--- config.mk ---
export PLATFORM = sky130hd
export DESIGN_NAME = frequency_ordered_lookup_table
export DESIGN_NICKNAME = d
export VERILOG_FILES = /design/src/folt_pkg.sv /design/src/folt_cell.sv /design/src/frequency_ordered_lookup_table.sv
export SDC_FILE = /design/constraint.sdc
export NUM_CORES = 2
export LEC_CHECK = 0
export ABC_AREA = 1
export BUFFER_PORTS_ARGS = -buffer_cell sky130_fd_sc_hd__buf_2
export CORE_MARGIN = 8
export CORE_UTILIZATION = 50
export DETAILED_ROUTE_END_ITERATION = 16
export PLACE_DENSITY = 0.66
export SYNTH_ARGS = -nofsm -noshare
export SYNTH_HDL_FRONTEND = slang
export SYNTH_SLANG_ARGS = --single-unit
--- constraint.sdc ---
create_clock -name clk -period 5.8 [get_ports clk]
set_clock_uncertainty 0.1 [all_clocks]
set_input_delay 1.45 -clock clk [delete_from_list [all_inputs] [get_ports clk]]
set_output_delay 1.45 -clock clk [all_outputs]
set_load 0.01 [all_outputs]
--- src/folt_pkg.sv ---
// Package for the frequency-ordered lookup table.
// Holds request and result types, opcode and status codes, and control enums.
// No dependencies.
package folt_pkg;

  localparam int DEF_ENTRIES     = 16;
  localparam int DEF_COUNT_WIDTH = 16;

  localparam logic [1:0] OP_CLEAR  = 2'd0;
  localparam logic [1:0] OP_APPEND = 2'd1;
  localparam logic [1:0] OP_LOCATE = 2'd2;

  localparam logic [1:0] ST_DONE = 2'd0;
  localparam logic [1:0] ST_MISS = 2'd1;
  localparam logic [1:0] ST_FULL = 2'd2;

  typedef struct packed {
    logic [1:0]         opcode;
    logic signed [31:0] value;
  } in_item_t;

  typedef struct packed {
    logic [1:0]  status;
    logic [3:0]  old_position;
    logic [3:0]  new_position;
    logic [15:0] frequency;
    logic [4:0]  entries_held;
  } out_item_t;

  typedef enum logic [1:0] {
    S_IDLE,
    S_MATCH,
    S_SELECT,
    S_UPDATE
  } ctl_state_t;

  typedef enum logic [1:0] {
    CELL_HOLD,
    CELL_APPEND,
    CELL_MOVE
  } cell_op_t;

  typedef struct packed {
    cell_op_t op;
    logic     hit;
    logic     below;
  } cell_ctl_t;

endpackage

--- src/folt_cell.sv ---
// One table cell: holds a value and its access count, compares against the key,
// and takes its neighbor's entry when the matched entry moves ahead, or loads the key on append.
// Depends on folt_pkg.
module folt_cell #(
  parameter int INDEX       = 0,
  parameter int COUNT_WIDTH = folt_pkg::DEF_COUNT_WIDTH,
  parameter int NUM_W       = 5
) (
  input  logic                   clk,
  input  folt_pkg::cell_ctl_t    ctl,
  input  logic [31:0]            key,
  input  logic [COUNT_WIDTH-1:0] new_cnt,
  input  logic [NUM_W-1:0]       num,
  input  logic [31:0]            prev_value,
  input  logic [COUNT_WIDTH-1:0] prev_count,
  input  logic                   prev_region,
  output logic [31:0]            value_q,
  output logic [COUNT_WIDTH-1:0] count_q,
  output logic                   match,
  output logic                   region,
  output logic                   dest
);

  logic [31:0]            value_r;
  logic [COUNT_WIDTH-1:0] count_r;
  logic [31:0]            value_nxt;
  logic [COUNT_WIDTH-1:0] count_nxt;
  logic                   active;

  assign active  = NUM_W'(INDEX) < num;
  assign match   = active && (value_r == key);
  assign region  = ctl.hit || (ctl.below && (count_r <= new_cnt));
  assign dest    = region && !prev_region;
  assign value_q = value_r;
  assign count_q = count_r;

  always_comb begin
    value_nxt = value_r;
    count_nxt = count_r;
    case (ctl.op)
      folt_pkg::CELL_APPEND: begin
        if (NUM_W'(INDEX) == num) begin
          value_nxt = key;
          count_nxt = '0;
        end
      end
      folt_pkg::CELL_MOVE: begin
        if (dest) begin
          value_nxt = key;
          count_nxt = new_cnt;
        end else if (region) begin
          value_nxt = prev_value;
          count_nxt = prev_count;
        end
      end
      default: begin
        value_nxt = value_r;
        count_nxt = count_r;
      end
    endcase
  end

  always_ff @(posedge clk) begin
    value_r <= value_nxt;
    count_r <= count_nxt;
  end

endmodule

--- src/frequency_ordered_lookup_table.sv ---
// Top level of the frequency-ordered lookup table: control sequencer and row of cells.
// Depends on folt_pkg and folt_cell.
//
//   channel | signals                     | moves
//   in      | in_valid, in_ready, in_data | request: opcode, value
//   out     | out_valid, out_ready, out_data | result: status, positions, count, size
//
// Each request passes in turn through capture, parallel compare in the cell row,
// count select and increment, then the neighbor shift that moves the entry.
// One request is in flight; the next is taken once the shift is done, even
// while the last result waits in the output register.
// A stalled output holds the sequencer in its shift stage until the register frees.
// Reset clears the sequencer, the output valid and the entry count; cell
// contents are undefined until appended, with no clearing pass.
module frequency_ordered_lookup_table #(
  parameter int ENTRIES     = folt_pkg::DEF_ENTRIES,
  parameter int COUNT_WIDTH = folt_pkg::DEF_COUNT_WIDTH
) (
  input  logic                clk,
  input  logic                rst_n,
  input  logic                in_valid,
  output logic                in_ready,
  input  folt_pkg::in_item_t  in_data,
  output logic                out_valid,
  input  logic                out_ready,
  output folt_pkg::out_item_t out_data
);

  localparam int NUM_W = $clog2(ENTRIES + 1);
  localparam int IDX_W = $clog2(ENTRIES);

  folt_pkg::ctl_state_t   state_r, state_nxt;
  logic [1:0]             op_r, op_nxt;
  logic [31:0]            key_r, key_nxt;
  logic [NUM_W-1:0]       num_r, num_nxt;
  logic [ENTRIES-1:0]     hit_oh_r, hit_oh_nxt;
  logic [ENTRIES-1:0]     below_r, below_nxt;
  logic                   found_r, found_nxt;
  logic [IDX_W-1:0]       hit_idx_r, hit_idx_nxt;
  logic [COUNT_WIDTH-1:0] cnt_r, cnt_nxt;
  logic                   out_valid_r, out_valid_nxt;
  folt_pkg::out_item_t    out_data_r, out_data_nxt;

  logic [31:0]            cell_value [ENTRIES];
  logic [COUNT_WIDTH-1:0] cell_count [ENTRIES];
  logic [ENTRIES-1:0]     cell_match;
  logic [ENTRIES-1:0]     cell_region;
  logic [ENTRIES-1:0]     cell_dest;
  folt_pkg::cell_op_t     cell_op;
  logic                   advance;
  logic [COUNT_WIDTH-1:0] cnt_sel;
  logic [IDX_W-1:0]       dest_idx;

  genvar g;
  generate
    for (g = 0; g < ENTRIES; g++) begin : g_cell
      folt_pkg::cell_ctl_t    ctl;
      logic [31:0]            prev_value;
      logic [COUNT_WIDTH-1:0] prev_count;
      logic                   prev_region;

      assign ctl.op    = cell_op;
      assign ctl.hit   = hit_oh_r[g];
      assign ctl.below = below_r[g];

      if (g == 0) begin : g_head
        assign prev_value  = '0;
        assign prev_count  = '0;
        assign prev_region = 1'b0;
      end else begin : g_body
        assign prev_value  = cell_value[g-1];
        assign prev_count  = cell_count[g-1];
        assign prev_region = cell_region[g-1];
      end

      folt_cell #(
        .INDEX      (g),
        .COUNT_WIDTH(COUNT_WIDTH),
        .NUM_W      (NUM_W)
      ) u_cell (
        .clk        (clk),
        .ctl        (ctl),
        .key        (key_r),
        .new_cnt    (cnt_r),
        .num        (num_r),
        .prev_value (prev_value),
        .prev_count (prev_count),
        .prev_region(prev_region),
        .value_q    (cell_value[g]),
        .count_q    (cell_count[g]),
        .match      (cell_match[g]),
        .region     (cell_region[g]),
        .dest       (cell_dest[g])
      );
    end
  endgenerate

  assign in_ready  = (state_r == folt_pkg::S_IDLE);
  assign out_valid = out_valid_r;
  assign out_data  = out_data_r;
  assign advance   = (state_r == folt_pkg::S_UPDATE) && (!out_valid_r || out_ready);

  always_comb begin
    cnt_sel     = '0;
    hit_idx_nxt = '0;
    dest_idx    = '0;
    for (int i = 0; i < ENTRIES; i++) begin
      if (hit_oh_r[i]) begin
        cnt_sel     = cnt_sel | cell_count[i];
        hit_idx_nxt = hit_idx_nxt | IDX_W'(i);
      end
      if (cell_dest[i]) begin
        dest_idx = dest_idx | IDX_W'(i);
      end
    end
  end

  always_comb begin
    state_nxt     = state_r;
    op_nxt        = op_r;
    key_nxt       = key_r;
    num_nxt       = num_r;
    hit_oh_nxt    = hit_oh_r;
    below_nxt     = below_r;
    found_nxt     = found_r;
    cnt_nxt       = cnt_r;
    out_valid_nxt = out_valid_r && !out_ready;
    out_data_nxt  = out_data_r;
    cell_op       = folt_pkg::CELL_HOLD;

    case (state_r)
      folt_pkg::S_IDLE: begin
        if (in_valid) begin
          op_nxt    = in_data.opcode;
          key_nxt   = in_data.value;
          state_nxt = folt_pkg::S_MATCH;
        end
      end
      folt_pkg::S_MATCH: begin
        hit_oh_nxt = cell_match & (~cell_match + ENTRIES'(1));
        found_nxt  = |cell_match;
        state_nxt  = folt_pkg::S_SELECT;
      end
      folt_pkg::S_SELECT: begin
        below_nxt = hit_oh_r - ENTRIES'(1);
        cnt_nxt   = (cnt_sel == '1) ? cnt_sel : cnt_sel + COUNT_WIDTH'(1);
        if (!found_r || (op_r != folt_pkg::OP_LOCATE)) begin
          hit_oh_nxt = '0;
          below_nxt  = '0;
        end
        state_nxt = folt_pkg::S_UPDATE;
      end
      folt_pkg::S_UPDATE: begin
        if (advance) begin
          out_valid_nxt             = 1'b1;
          out_data_nxt.status       = folt_pkg::ST_DONE;
          out_data_nxt.old_position = '0;
          out_data_nxt.new_position = '0;
          out_data_nxt.frequency    = '0;
          case (op_r)
            folt_pkg::OP_CLEAR: begin
              num_nxt = '0;
            end
            folt_pkg::OP_APPEND: begin
              if (num_r < NUM_W'(ENTRIES)) begin
                cell_op                   = folt_pkg::CELL_APPEND;
                num_nxt                   = num_r + NUM_W'(1);
                out_data_nxt.old_position = 4'(num_r);
                out_data_nxt.new_position = 4'(num_r);
              end else begin
                out_data_nxt.status = folt_pkg::ST_FULL;
              end
            end
            folt_pkg::OP_LOCATE: begin
              if (found_r) begin
                cell_op                   = folt_pkg::CELL_MOVE;
                out_data_nxt.old_position = 4'(hit_idx_r);
                out_data_nxt.new_position = 4'(dest_idx);
                out_data_nxt.frequency    = 16'(cnt_r);
              end else begin
                out_data_nxt.status = folt_pkg::ST_MISS;
              end
            end
            default: begin
              out_data_nxt.status = folt_pkg::ST_DONE;
            end
          endcase
          out_data_nxt.entries_held = 5'(num_nxt);
          state_nxt                 = folt_pkg::S_IDLE;
        end
      end
      default: begin
        state_nxt = folt_pkg::S_IDLE;
      end
    endcase
  end

  always_ff @(posedge clk) begin
    if (!rst_n) begin
      state_r     <= folt_pkg::S_IDLE;
      num_r       <= '0;
      out_valid_r <= 1'b0;
      hit_oh_r    <= '0;
      below_r     <= '0;
      found_r     <= 1'b0;
    end else begin
      state_r     <= state_nxt;
      num_r       <= num_nxt;
      out_valid_r <= out_valid_nxt;
      hit_oh_r    <= hit_oh_nxt;
      below_r     <= below_nxt;
      found_r     <= found_nxt;
    end
  end

  always_ff @(posedge clk) begin
    op_r       <= op_nxt;
    key_r      <= key_nxt;
    cnt_r      <= cnt_nxt;
    hit_idx_r  <= (state_r == folt_pkg::S_SELECT) ? hit_idx_nxt : hit_idx_r;
    out_data_r <= out_data_nxt;
  end

endmodule

==> results.cfg <==
[run_status]
status = finished, final reports clean

[routing]
first_iter_violations = 7339
drcViolationCount = 0
via_per_inst = 6.33
postRouteAntennaNets = 0
drt-pass1-iter-count = 6
routedWlPerCell_um = 29.7
vias = 48200
routed_wl_um = 226000

[clock_network]
clock-sinks = 894
ctsResizeCount = 0
clk_pin_slew_ps = 70
post-cts-setup-buffer-count = 0
cts_hold_buf = 0
cts.root.buffer_cell = clkbuf_16
clockBufferDepth = 3
insertion_delay_ps = 730
cts_made_buffers = 101
cts_tree = built
htree_levels = 3

[finish]
finish.net_count = 6421
drive_gt1_share_pct = 9.21
fin_cells = 7617
final_common_cell = nand2_1
final_cell_mix = nand2_1, edfxtp_1, nor2_1
area_growth_pct = 9.51

[placed_design]
post-dp-hpwl_um = 163000
portBuffers = 70
routabilityCongestion = 1.06
dpl.cell_count = 7423

[setup_path]
worstRegToRegCells = 14
critPathKind = flop to flop
worst-path-max-fanout = 30
max_stage_delay_ps = 650
arrival_ps = 5020
critPathSlowestCell = nand2_2
path_cells = inv_1 -> buf_4 -> ha_1 -> nand2_1 -> nor3_1 -> nand3_1 -> nand2_1 -> nand2_1 -> nand2_1 -> nand2_2 -> nand2_2 -> buf_4 -> nor2_1 -> a21oi_1
start_kind = flop
endpoint_kind = flop
r2r-end = g_cell[1].u_cell.value_q[3]
path_buf_inv = 3
r2r-start = cnt_r[12]
crit_end = g_cell[1].u_cell.value_q[3]
critical_path.top_delay_family = simple AND/OR/NAND/NOR gates
r2r_slack_ps = 1210
critPathRequiredTime_ps = 6230
path_depth = 14
startpoint = cnt_r[12]
crit_path_frequent_cell = nand2_1

[yosys]
ys_ff_latch = 894
synth_top_family_by_area = simple AND/OR/NAND/NOR gates
synth_fa_ha_area_share_pct = 6.21
yosys_warnings = 0
synthesis.nets = 6375
synth_top_area_cell = edfxtp_1
synth_xor_xnor_area_share_pct = 5.76
syn_area_mm2 = 0.0546
synth_cell_type_count = 67
synth_compound_area_share_pct = 13.3
syn-instance-count = 6066
seq_area_frac_synth_pct = 48.4
syn_avg_cell_area_um2 = 9.00
netlist.area_leader.share_pct = 46.9
synthFlopType = edfxtp_1
synth_edf_count = 853
synthSimpleGateAreaFrac_pct = 19.1
ys_top_cells_by_area = edfxtp_1, nand2_1, ha_1
async_flop_share_pct = 0
yosys-mux-area-fraction_pct = 0

[timing]
finalMaxSlewViolations = 0
slew_headroom_pct = 22.4
rsz0062_at_grt = no
period_share_pct = 79.2
fmax_mhz = 218
hold_ws_ps = 380
hold_viol_final = 0
fin_crit_ps = 4590
worstMarginPinSlew_ps = 1160
tns_ps = 0
setup_viol = 0

[global_routing]
grt_max_degree = 81
grt_usage_pct = 36.3
grt_pass1_wl_um = 319000
antenna_found_initial = 2
grt_pass1_vias = 45100
gr-total-overflow = 0

[hold_path]
min_path_type = flop to flop
hold_path_depth = 2

[power]
ir_drop_mv = 0.339
power.internal_mw = 13.0
p_sw_share_pct = 34.5
p_seq_share_pct = 39.8
powerDensity_mw_per_mm2 = 331
leakagePower_nw = 24.1
p_sw_mw = 6.83
clkPwrFrac_pct = 34.6
comb_power_share_pct = 25.6

[floorplan]
rows = 121
dieArea_mm2 = 0.120
fp.dieH_um = 346
start_util_pct = 50.3
ioPinCount = 71
fp.dieW_um = 346
core_area_mm2 = 0.109

[job]
cap_violations = 0
-- power by group through the flow --
stage	sequential [mW]	combinational (mW)	clock, mW
6_report	7.88	5.07	6.85
5_1_grt	7.89	5.32	7.07
4_1_cts	7.87	4.88	6.85
3_5_place_dp	8.00	4.86	0
3_3_place_gp	8.00	4.79	0
2_1_floorplan	7.87	2.95	0
-- layer usage --
metal	global-route usage [%]	wire (um)	vias to the layer above
met4	25.3	19900	4
met3	7.82	26500	887
met5	0	27	-
li1	-	-	21000
met2	56.1	98500	3569
met1	45.4	81600	22800
-- worst min-delay path, delay by kind of cell, from the launching register on --
| kind | cells | cell delay [ps] |
|---|---|---|
| AOI/OAI and AO/OA | 1 | 60 |
| and+or+nand+nor | 1 | 60 |
| DFF | 1 | 310 |
-- flip-flops by register name, indices dropped and copies added, names as in the netlist --
register / count
g_cell.u_cell.value_q: 512
hit_idx_r: 4
found_r: 1
g_cell.u_cell.count_q: 256
op_r: 2
key_r: 32
below_r: 16
cnt_r: 16
state_r: 2
out_data: 31
hit_oh_r: 16
num_r: 5
out_valid: 1
-- synth_stat cells (7+ instances only) --
| cell | instances |
|---|---|
| a211oi_1 | 9 |
| a21o_1 | 8 |
| a21oi_1 | 651 |
| a21oi_2 | 33 |
| a21oi_4 | 8 |
| a221oi_1 | 9 |
| a22oi_1 | 154 |
| buf_1 | 7 |
| buf_2 | 132 |
| buf_4 | 68 |
| buf_6 | 27 |
| clkbuf_1 | 61 |
| clkinv_1 | 17 |
| dfxtp_1 | 41 |
| edfxtp_1 | 853 |
| ha_1 | 271 |
| inv_1 | 532 |
| inv_2 | 16 |
| nand2_1 | 1131 |
| nand2_2 | 25 |
| nand2_4 | 8 |
| nand2b_1 | 8 |
| nand3_1 | 158 |
| nand3_2 | 16 |
| nand3b_1 | 31 |
| nand4_1 | 109 |
| nor2_1 | 751 |
| nor2b_1 | 9 |
| nor3_1 | 80 |
| nor3_2 | 7 |
| nor3b_1 | 20 |
| nor4_1 | 20 |
| o2111ai_1 | 11 |
| o211ai_1 | 15 |
| o21a_1 | 8 |
| o21ai_0 | 243 |
| o22ai_1 | 88 |
| or2_2 | 7 |
| xnor2_1 | 210 |
| xor2_1 | 149 |
-- cells by family (layout without fill, tap and decap cells) --
logic type / after synthesis / after routing
compound gates: 1257 / 1257
xor+xnor: 359 / 359
fa+ha+maj: 271 / 271
buf+inv: 867 / 999
flops: 894 / 894
other cells: 0 / 5
simple gates: 2418 / 2418
-- final cells by class --
class                   count  area [um2]
clock buffers             121        2660
diodes                      5        12.5
repair buffers            244        1740
flip-flops and latches    894       26400
multi-input cells        4305       24200
inverters                 566        2130
fillers                  9913       48800
clock inverters            68         812
well taps                1414        1770
-- through the flow --
stage	worst slack (ps)	cell area, um2	power [mW]	utilization (%)
after floorplan	572	54600	10.8	-
after global placement	1270	56300	12.8	51.9
after detailed placement	1240	56300	12.9	51.9
after CTS	1420	59800	19.6	55.1
after global routing	1140	59800	20.3	55.1
final	1210	59800	19.8	55.1
-- worst min-delay path by stage --
stage	from	end	slack, ps
2_1_floorplan	key_r[12]	g_cell[0].u_cell.value_q[12]	320
3_3_place_gp	below_r[7]	below_r[7]	360
3_5_place_dp	below_r[7]	below_r[7]	360
4_1_cts	below_r[7]	below_r[7]	370
5_1_grt	below_r[7]	below_r[7]	390
6_report	below_r[7]	below_r[7]	380
(Power assumes the default switching activity.)
